### config.mk
export PLATFORM = sky130hd
export DESIGN_NAME = modexp_ctrl
export DESIGN_NICKNAME = d
export VERILOG_FILES = /design/src/hdl/modexp_pkg.sv /design/src/hdl/modexp_ctrl.sv
export SDC_FILE = /design/constraint.sdc
export NUM_CORES = 1
export LEC_CHECK = 0
export BUFFER_PORTS_ARGS = -buffer_cell sky130_fd_sc_hd__buf_2
export CAP_MARGIN = 15
export CORE_AREA = 2 2 39 41
export CTS_BUF_LIST = sky130_fd_sc_hd__clkbuf_4 sky130_fd_sc_hd__clkbuf_8
export DETAILED_ROUTE_END_ITERATION = 8
export DIE_AREA = 0 0 41 43
export SYNTH_ARGS = -nofsm -noshare
export SYNTH_HDL_FRONTEND = slang
export SYNTH_SLANG_ARGS = --single-unit
### constraint.sdc
create_clock -name clk -period 0.95 [get_ports clk]
set_clock_uncertainty 0.15 [all_clocks]
set_input_delay 0.2375 -clock clk [delete_from_list [all_inputs] [get_ports clk]]
set_output_delay 0.2375 -clock clk [all_outputs]
set_load 0.01 [all_outputs]
### src/hdl/modexp_pkg.sv
package modexp_pkg;

  localparam int DATA_W = 30;
  localparam int EXP_W  = 32;
  localparam int MU_W   = 31;

  localparam logic [DATA_W-1:0] MODULUS = 30'd1000000007;

  // Barrett constant floor(2^60 / MODULUS)
  localparam logic [60:0] TWO_POW_60 = 61'd1 << 60;
  localparam logic [MU_W-1:0] BARRETT_MU = MU_W'(TWO_POW_60 / 61'(MODULUS));

  typedef struct packed {
    logic load;
    logic step;
  } mm_cmd_t;

  typedef struct packed {
    logic exp_zero;
    logic step_done;
  } mm_sts_t;

endpackage

### src/hdl/modexp_ctrl.sv
module modexp_ctrl (
  input  logic                 clk,
  input  logic                 rst_n,
  input  logic                 start,
  input  modexp_pkg::mm_sts_t  sts,
  output modexp_pkg::mm_cmd_t  cmd,
  output logic                 busy,
  output logic                 done_strobe
);

  typedef enum logic [1:0] {
    ST_IDLE,
    ST_RUN,
    ST_WAIT
  } state_t;

  state_t state_r, state_nxt;
  logic   busy_r, busy_nxt;
  logic   strobe_r, strobe_nxt;

  always_comb begin
    state_nxt  = state_r;
    busy_nxt   = busy_r;
    strobe_nxt = 1'b0;
    cmd.load   = 1'b0;
    cmd.step   = 1'b0;
    case (state_r)
      ST_IDLE: begin
        if (start) begin
          cmd.load  = 1'b1;
          busy_nxt  = 1'b1;
          state_nxt = ST_RUN;
        end
      end
      ST_RUN: begin
        // stop once no set exponent bit is left
        if (sts.exp_zero) begin
          strobe_nxt = 1'b1;
          busy_nxt   = 1'b0;
          state_nxt  = ST_IDLE;
        end else begin
          cmd.step  = 1'b1;
          state_nxt = ST_WAIT;
        end
      end
      ST_WAIT: begin
        if (sts.step_done) begin
          state_nxt = ST_RUN;
        end
      end
      default: begin
        busy_nxt  = 1'b0;
        state_nxt = ST_IDLE;
      end
    endcase
  end

  always_ff @(posedge clk) begin
    if (!rst_n) begin
      state_r  <= ST_IDLE;
      busy_r   <= 1'b0;
      strobe_r <= 1'b0;
    end else begin
      state_r  <= state_nxt;
      busy_r   <= busy_nxt;
      strobe_r <= strobe_nxt;
    end
  end

  assign busy        = busy_r;
  assign done_strobe = strobe_r;

endmodule

* Yosys cells after proc, flatten, opt, wreduce, memory -nomap -nowiden
Index checks and enable logic that the tools add are counted.
Operators by class: bitwise logic cells 1, reductions and logical operators 4, equality and inequality tests 5, muxes and demuxes 12
Operators with widths (number):
- 2-to-1 mux 1 bit | 7
- 2-to-1 mux 2 bit | 3
- inequality test 2 bit, second input constant | 3
- case mux 2 bit (3 select lines) | 1
- AND reduction 2 bit | 2
- case mux 1 bit (3 select lines) | 1
- AND reduction 3 bit | 1
- == test 2 x 1 -> 1 bit, second input constant | 1
- == test 2 bit, second input constant | 1
- logical NOT 2 bit | 1
- inverter 1 bit | 1
Word-level totals: bits in registers 4, word-level logic and storage cells 25, output and inout bits 4, bits of input ports 5

* Logic depth before layout (Yosys ltp)
Gate-level depths: netlist of the first run.
depth in word-level cells 3, mapped depth 2, mapped depth without buffers 2

* Least setup slack after synthesis of the first run
No wires, ideal clock.
path type flip-flop to output port, start point reg state_r[0], end point out cmd[0] in the netlist's numbering, setup slack -0.097 ns, arrival 0.659 ns, path buffers 0, data required time 0.562 ns, cell stages (with the launch flop) 2, path through dfxtp_1 -> nor3b_2
RTL lines:
- start, declared | RTL line modexp_ctrl.sv:17 | state_t state_r, state_nxt;
- start signal, assigned | RTL line modexp_ctrl.sv:64 | state_r <= state_nxt;
- end, declared | RTL line modexp_ctrl.sv:6 | output modexp_pkg::mm_cmd_t cmd,

==> results of run 1 <==
## state kept, by name (all words and copies together) (netlist names)
name	count
done_strobe	1
state_r	2
busy	1
## where the power goes
part	switching (mW)	internal (mW)	total [mW]
clock	0.0799	0.187	0.267
combinational	0.0327	0.0571	0.0898
sequential	0.00961	0.180	0.189
## worst paths after layout
check / endpoint / slack (ns) / depth (start not counted)
setup / recovery: cmd[1] / -0.37 / 2
hold / removal: busy$_SDFFE_PN0P_ / 0.13 / 2
setup reg to reg: state_r[1]$_SDFFE_PN0P_ / -0.12 / 3
hold reg to reg: state_r[0]$_SDFFE_PN0P_ / 0.42 / 2
## routing by layer
layer | track usage | vias to the layer above | wire length (microns)
li1 | - | 90 | -
met1 | 0.0833 | 78 | 213
met2 | 0.0938 | 11 | 173
met3 | 0.0524 | 2 | 65
met4 | 0.100 | 0 | 10
met5 | 0 | - | 0
## layout make-up
type / instances / share of cell area
tap: 16 / 0.0590
timing repair buffer: 14 / 0.269
multi-input combinational: 10 / 0.328
sequential: 4 / 0.255
clock buffer: 4 / 0.0886
## critical path, stage by stage, from the launching register on
cell     delay [ns]
dfxtp_2        0.34
nor3b_4        0.20
buf_2          0.16
## layout by cell type (no fill, tap or decap)
cell type  synthesis  final
nor3b_4            0      2
dfxtp_2            0      2
o21a_1             1      1
clkbuf_4           0      4
dfxtp_4            0      1
buf_4              0      6
o21ai_0            1      1
a22o_1             1      1
dfxtp_1            4      1
mux2i_1            1      1
buf_6              0      1
nor3b_2            3      2
and2_1             1      1
buf_2              0      7
and4b_2            1      1
## cell families (layout without fill, tap and decap cells)
kind of cell    after synthesis  in the layout
compound gates                3              3
flops                         4              4
buf+inv                       0             18
mux                           1              1
simple gates                  6              6
## metrics by stage
step | worst slack (ns) | util | area, sq um | power [mW]
2_1_floorplan | -0.0260 | - | 191 | 0.225
3_3_place_gp | -0.137 | 0.203 | 282 | 0.264
3_5_place_dp | -0.132 | 0.203 | 282 | 0.265
4_1_cts | -0.390 | 0.240 | 332 | 0.558
5_1_grt | -0.432 | 0.245 | 339 | 0.582
6_report | -0.374 | 0.245 | 339 | 0.546
## repair_timing
action,CTS,global route
gates resized for setup,3,0
setup buffers,1,2
setup endpoints to repair,8,8
pin swaps,0,1
==> qor.yml, run 1 <==
status:
  status: "finished with violations"
  violations: "negative setup slack"
worst_hold_path:
  hp-start: "rst_n"
  hp-class: "in2reg"
sta:
  setup_slack_ns: -0.374
  post-route-period-util: 1.39
  rsz0062_at_grt: "yes"
  max_freq_ghz: 0.755
  setup_violations: 8
  worst-slew-pin-transition_ns: 0.156
  slew-limit-headroom: 0.893
  layout_min_cycle_time_ns: 1.32
  slew_viol_final: 0
  fin_setup_tns_ns: -1.26
  hold_viol_final: 0
  timing.hold.ws_ns: 0.128
pwr:
  p_leak_nw: 0.154
  ir_drop_mv: 0.328
  powerDensity_mw_per_mm2: 1610
logic_synthesis:
  synthMuxAreaShare: 0.0576
  synth_top_area_share: 0.460
  synth-async-reset-ratio: 0
  synthTopCellsByCount: "dfxtp_1, nor3b_2"
  netlist_area_sq_um: 174
  ys_seq_area_frac: 0.460
  synthTopCellsByArea: "dfxtp_1, nor3b_2, and4b_2"
  synth_cell_types: 9
  synthFlopType: "dfxtp_1"
  synth-adder-area-share: 0
  synth-seq-cells: 4
  yosys.area.top_type: "dfxtp_1"
  syn_nets: 19
  synth-xor-area-share: 0
  syn-instance-count: 14
  yosys.area_share.simple: 0.360
  synth_compound_area_frac: 0.122
  synth-edff-count: 0
  synth.most_common_cell: "dfxtp_1"
  syn_avg_cell_area_sq_um: 12.4
  synth_top_family_by_area: "simple AND/OR/NAND/NOR gates"
  yosysWarningCount: 0
global_route:
  grt_pass1_wl_microns: 841
  first_global_vias: 215
  antenna_found_initial: 0
  grt_max_degree: 6
  overflow: 0
  grt_usage: 0.0812
cts:
  cts.path.max_buffers: 2
  cts_tree: "done"
  clk-insertion-delay-late_ns: 0.24
  path_clk_slew_ns: 0.04
  htreeDepth: 1
  clockRootBuffer: "clkbuf_4"
  cts_hold_buf: 0
  cts.sinks: 4
  cts_buffers: 3
cells_and_area:
  multi_input_area_sq_um: 111
  diodes: 0
  drive_above_1_share: 0.813
  syn_to_final_growth_pct: 95.0
  fin_cells: 48
  fill_cells: 158
  nNetsFinal: 38
  ff_latch_area_sq_um: 86.3
floorplan:
  initial_core_util: 0.126
  io_pins: 9
  die_w_microns: 41
  die_y_microns: 43
  die_area_sq_mm: 0.00176
  coreArea_sq_mm: 0.00138
  num_rows: 14
setup_path:
  cp-end-kind: "output port"
  r2r-start: "state_r[1]$_SDFFE_PN0P_"
  start_kind: "flip-flop"
  crit_fanout: 3
  crit_type: "reg2out"
  critPathArrivalTime_ns: 0.94
  crit_required_ns: 0.56
  setup.worst_path.start: "state_r[1]$_SDFFE_PN0P_"
routing:
  drt_wl_total_microns: 463
  route.detailed.drc: 0
  num_vias: 181
  via_per_inst: 3.77
  wl_per_cell_microns: 9.65
  first_pass_iters: 1
  drt_iter0_markers: 0
  ant_nets: 0
run:
  maxCapViolations: 0
placement:
  port_buffers: 8
  dp_cells: 42
  gp_congestion: 0.607
(Power assumes the default switching activity.)
==> run 2: changes to the inputs <==
--- a/config.mk
+++ b/config.mk
@@ -11,6 +11,7 @@
 export CTS_BUF_LIST = sky130_fd_sc_hd__clkbuf_4 sky130_fd_sc_hd__clkbuf_8
 export DETAILED_ROUTE_END_ITERATION = 8
 export DIE_AREA = 0 0 41 43
+export PLACE_DENSITY_LB_ADDON = 0.12
 export SYNTH_ARGS = -nofsm -noshare
 export SYNTH_HDL_FRONTEND = slang
 export SYNTH_SLANG_ARGS = --single-unit
==> run 2 against run 1 <==
  * The flow still finishes with violations (negative setup slack)
  * Sequential power about the same
  * Cell area increased by 9.6%
  * Count of clock-buffer cells in the layout unchanged
  * Critical endpoint is now cmd[0]
  * Largest power group unchanged
==> qor.yml, run 2 (synthesis gave the netlist of run 1 again) <==
sta:
  setup_slack_ns: -0.368
  max_freq_ghz: 0.759
  layout_min_cycle_time_ns: 1.32
  rsz0062_at_grt: "yes"
  slew_viol_final: 0
  slew-limit-headroom: 0.891
  setup_violations: 8
  worst-slew-pin-transition_ns: 0.159
  post-route-period-util: 1.39
  hold_viol_final: 0
placement:
  port_buffers: 8
  dp_slack_ns: -0.139
  gp_congestion: 0.620
  dp_cells: 43
floorplan:
  io_pins: 9
  num_rows: 14
  initial_core_util: 0.126
  die_w_microns: 41
  coreArea_sq_mm: 0.00138
  die_area_sq_mm: 0.00176
  die_y_microns: 43
pwr:
  pwr-share-seq: 0.339
  powerDensity_mw_per_mm2: 1490
  intPower_mw: 0.430
  ir_drop_mv: 0.652
  power_switching_mw: 0.124
  switching_share: 0.224
  p_clk_frac: 0.480
  combinationalPowerShare: 0.182
  p_leak_nw: 0.168
global_route:
  antenna_found_initial: 0
  grt_usage: 0.0742
  grt_max_degree: 6
  grt_pass1_wl_microns: 793
  overflow: 0
  first_global_vias: 200
cells_and_area:
  ff_latch_area_sq_um: 88.8
  syn_to_final_growth_pct: 114
  largest_register_ffs: 2
  most-common-layout-cells: "buf_2, buf_6, clkbuf_4, buf_4"
  multi_input_area_sq_um: 111
  diodes: 0
  fin_cells: 50
  drive_above_1_share: 0.824
  nNetsFinal: 40
  largest_register: "state_r"
  layout_commonest_cell: "buf_2"
  fin_util: 0.269
  fill_cells: 156
cts:
  htreeDepth: 1
  clockRootBuffer: "clkbuf_4"
  cts.path.max_buffers: 2
  cts.sinks: 4
  cts_tree: "done"
  cts_buffers: 3
  path_clk_slew_ns: 0.04
  clk-insertion-delay-late_ns: 0.23
routing:
  via_per_inst: 3.68
  wl_per_cell_microns: 10.0
  drt_wl_total_microns: 500
  drt_iter0_markers: 0
  first_pass_iters: 1
  num_vias: 184
  route.detailed.drc: 0
  ant_nets: 0
setup_path:
  worstPathCellList: "nor3b_4, buf_2"
  crit_type: "reg2out"
  crit_required_ns: 0.56
  cp-end-kind: "output port"
  critPathArrivalTime_ns: 0.93
  r2r-start: "state_r[0]$_SDFFE_PN0P_"
  cp_slowest_cell: "dfxtp_4"
  reg2reg_to: "state_r[1]$_SDFFE_PN0P_"
  crit_fanout: 3
  ff2ff_path_depth: 5
  start_kind: "flip-flop"
  reg2reg_setup_slack_ns: -0.24
  slowest_delay_ns: 0.36
worst_hold_path:
  hp-class: "in2reg"
  hp-start: "rst_n"
  hold_depth: 2
  min_to: "busy$_SDFFE_PN0P_"
run:
  maxCapViolations: 0
status:
  violations: "negative setup slack"
  status: "finished with violations"
[run 2: changes by cell type in the layout (fill, tap and decap cells not counted), sizes merged]
cell,change
buf,+2
[run 2: worst max-delay path by stage]
stage	start	endpoint	slack (ns)	depth (start not counted)
floorplan	state_r[0]$_SDFFE_PN0P_	cmd[0]	-0.03	1
global placement	state_r[1]$_SDFFE_PN0P_	state_r[1]$_SDFFE_PN0P_	-0.15	3
detailed placement	state_r[1]$_SDFFE_PN0P_	cmd[0]	-0.14	2
CTS	state_r[0]$_SDFFE_PN0P_	cmd[0]	-0.38	2
global route	state_r[0]$_SDFFE_PN0P_	cmd[1]	-0.42	2
finish	state_r[0]$_SDFFE_PN0P_	cmd[0]	-0.37	2
[run 2: final cells by class]
| class | count | area share |
|---|---|---|
| Multi-Input combinational cell | 10 | 0.300 |
| Clock buffer | 4 | 0.0808 |
| Sequential cell | 4 | 0.239 |
| Timing Repair Buffer | 16 | 0.327 |
| Tap cell | 16 | 0.0539 |
[run 2: metal layers]
layer	vias to the layer above	GRT usage	routed length, microns	share of wire
met3	0	0.0785	52	0.10
met4	0	0.0200	0	0
met1	82	0.0801	206	0.41
li1	94	-	-	-
met5	-	0	0	0
met2	8	0.0969	240	0.48
[run 2: per-stage QoR]
step | hold slack (ns) | instance area (sq um) | power (mW) | TNS (ns)
after CTS | 0.149 | 353 | 0.557 | -1.37
after floorplan | 0.205 | 191 | 0.225 | -0.0527
after global routing | 0.176 | 372 | 0.592 | -1.83
after global placement | 0.398 | 289 | 0.268 | -0.562
after detailed placement | 0.390 | 289 | 0.268 | -0.519
final | 0.149 | 372 | 0.555 | -1.50
[run 2: worst max-delay path: cells and delay by family (launching register included)]
family	cells	cell delay, ns
and+or+nand+nor	1	0.18
DFF	1	0.36
buffers and inverters	1	0.16
[run 2: repair_timing]
item | in CTS | in global routing
setup endpoints to repair | 7 | 8
hold buffers | 0 | 0
hold endpoints to repair | 0 | 0
resized for setup | 5 | 5
setup buffers | 2 | 2
pin swaps | 2 | 4
[run 2: power groups by stage]
stage,sequential (mW),combinational [mW],clock [mW]
floorplan,0.194,0.0301,0
finish,0.188,0.101,0.266
CTS,0.187,0.0920,0.278
global route,0.189,0.111,0.293
global placement,0.191,0.0774,0
detailed placement,0.191,0.0767,0
==> run 3: changes to the inputs <==
--- a/config.mk
+++ b/config.mk
@@ -8,7 +8,7 @@
 export BUFFER_PORTS_ARGS = -buffer_cell sky130_fd_sc_hd__buf_2
 export CAP_MARGIN = 15
 export CORE_AREA = 2 2 39 41
-export CTS_BUF_LIST = sky130_fd_sc_hd__clkbuf_4 sky130_fd_sc_hd__clkbuf_8
+export CTS_BUF_LIST = sky130_fd_sc_hd__clkbuf_8
 export DETAILED_ROUTE_END_ITERATION = 8
 export DIE_AREA = 0 0 41 43
 export PLACE_DENSITY_LB_ADDON = 0.12
==> run 3 against run 2 <==
  * First-iteration DRC count unchanged
  * Sequential share of layout area fell by 0.93 points
  * Clock power rose by 39%
  * Cell count did not move
  * The flow still finishes with violations (negative setup slack)
==> qor.yml, run 3 (synthesis gave the netlist of run 1 again) <==
status:
  status: "finished with violations"
  violations: "negative setup slack"
floorplan:
  die_area_sq_mm: 0.00176
  io_pins: 9
  num_rows: 14
  initial_core_util: 0.126
  coreArea_sq_mm: 0.00138
  die_w_microns: 41
  die_y_microns: 43
routing:
  via_per_inst: 3.70
  drt_wl_total_microns: 512
  route.detailed.drc: 0
  num_vias: 185
  first_pass_iters: 1
  ant_nets: 0
  drt_iter0_markers: 0
  wl_per_cell_microns: 10.2
sta:
  setup_slack_ns: -0.348
  fin_setup_tns_ns: -1.41
  max_freq_ghz: 0.771
  slew-limit-headroom: 0.891
  hold_viol_final: 0
  setup_violations: 8
  worst-slew-pin-transition_ns: 0.160
  rsz0062_at_grt: "yes"
  post-route-period-util: 1.37
  slew_viol_final: 0
  layout_min_cycle_time_ns: 1.30
pwr:
  p_leak_nw: 0.176
  ir_drop_mv: 0.990
  powerDensity_mw_per_mm2: 1710
setup_path:
  cp-end-kind: "output port"
  start_kind: "flip-flop"
  crit_fanout: 3
  crit_required_ns: 0.56
  crit_type: "reg2out"
  critPathArrivalTime_ns: 0.91
cts:
  clk-insertion-delay-late_ns: 0.22
  cts.path.max_buffers: 2
  path_clk_slew_ns: 0.03
  htreeDepth: 1
  cts_buffers: 3
  clockRootBuffer: "clkbuf_8"
  cts_hold_buf: 0
  cts.sinks: 4
  cts_tree: "done"
cells_and_area:
  syn_to_final_growth_pct: 122
  largest_register_ffs: 2
  most-common-layout-cells: "buf_2, buf_6, buf_4"
  layout_commonest_cell: "buf_2"
  nNetsFinal: 40
  drive_above_1_share: 0.794
  diodes: 0
  largest_register: "state_r"
placement:
  port_buffers: 8
  gp_congestion: 0.620
  dp_slack_ns: -0.139
global_route:
  grt_usage: 0.0772
  overflow: 0
  grt_pass1_wl_microns: 800
  grt_max_degree: 6
  antenna_found_initial: 0
  first_global_vias: 199
worst_hold_path:
  hp-class: "in2reg"
run:
  maxCapViolations: 0
-- run 3: cell types whose count changed in the layout (fill, tap and decap cells not counted) --
cell and delta:
clkbuf_8 +3, clkbuf_4 -4, inv_1 +1
-- run 3: cell type report --
class                           count  area [sq um]
Clock buffer                        3          41.3
Clock inverter                      1          3.75
Fill cell                         151           997
Multi-Input combinational cell     10           111
Sequential cell                     4          88.8
Tap cell                           16          20.0
Timing Repair Buffer               16           121
-- run 3: layer usage --
layer | wire length [microns] | share of wire | global-route usage | vias up
li1 | - | - | - | 93
met1 | 214 | 0.42 | 0.0801 | 84
met2 | 241 | 0.47 | 0.0969 | 8
met3 | 56 | 0.11 | 0.0942 | 0
met4 | 0 | 0 | 0.0200 | 0
met5 | 0 | 0 | 0 | -
-- run 3: what timing repair did --
| action | CTS | global route |
|---|---|---|
| setup endpoints to repair | 7 | 8 |
| pin swaps | 2 | 4 |
| buffers inserted | 2 | 2 |
| gates resized for setup | 5 | 5 |
-- run 3: worst max-delay path: stages (launching register included) --
cell and delay [ns]:
dfxtp_4 0.35, nor3b_4 0.18, buf_2 0.16
-- run 3: path summary, 6_finish.rpt --
check	startpoint	endpoint	slack [ns]	cells past startpoint
max	state_r[0]$_SDFFE_PN0P_	cmd[0]	-0.35	2
max reg2reg	state_r[0]$_SDFFE_PN0P_	state_r[1]$_SDFFE_PN0P_	-0.24	5
min reg2reg	busy$_SDFFE_PN0P_	busy$_SDFFE_PN0P_	0.43	2
min	rst_n	busy$_SDFFE_PN0P_	0.17	2
-- run 3: power by group --
group	switching (mW)	internal, mW
Combinational	0.0351	0.0657
Clock	0.0944	0.276
Sequential	0.0102	0.178
Total	0.140	0.520
-- run 3: stage by stage --
stage	instances	power (mW)	instance area, sq um	hold WS (ns)	util
floorplan	14	0.225	191	0.205	-
global placement	43	0.268	289	0.398	0.209
detailed placement	43	0.268	289	0.390	0.209
CTS	49	0.664	368	0.172	0.266
global route	50	0.707	387	0.199	0.279
finish	50	0.660	387	0.171	0.279
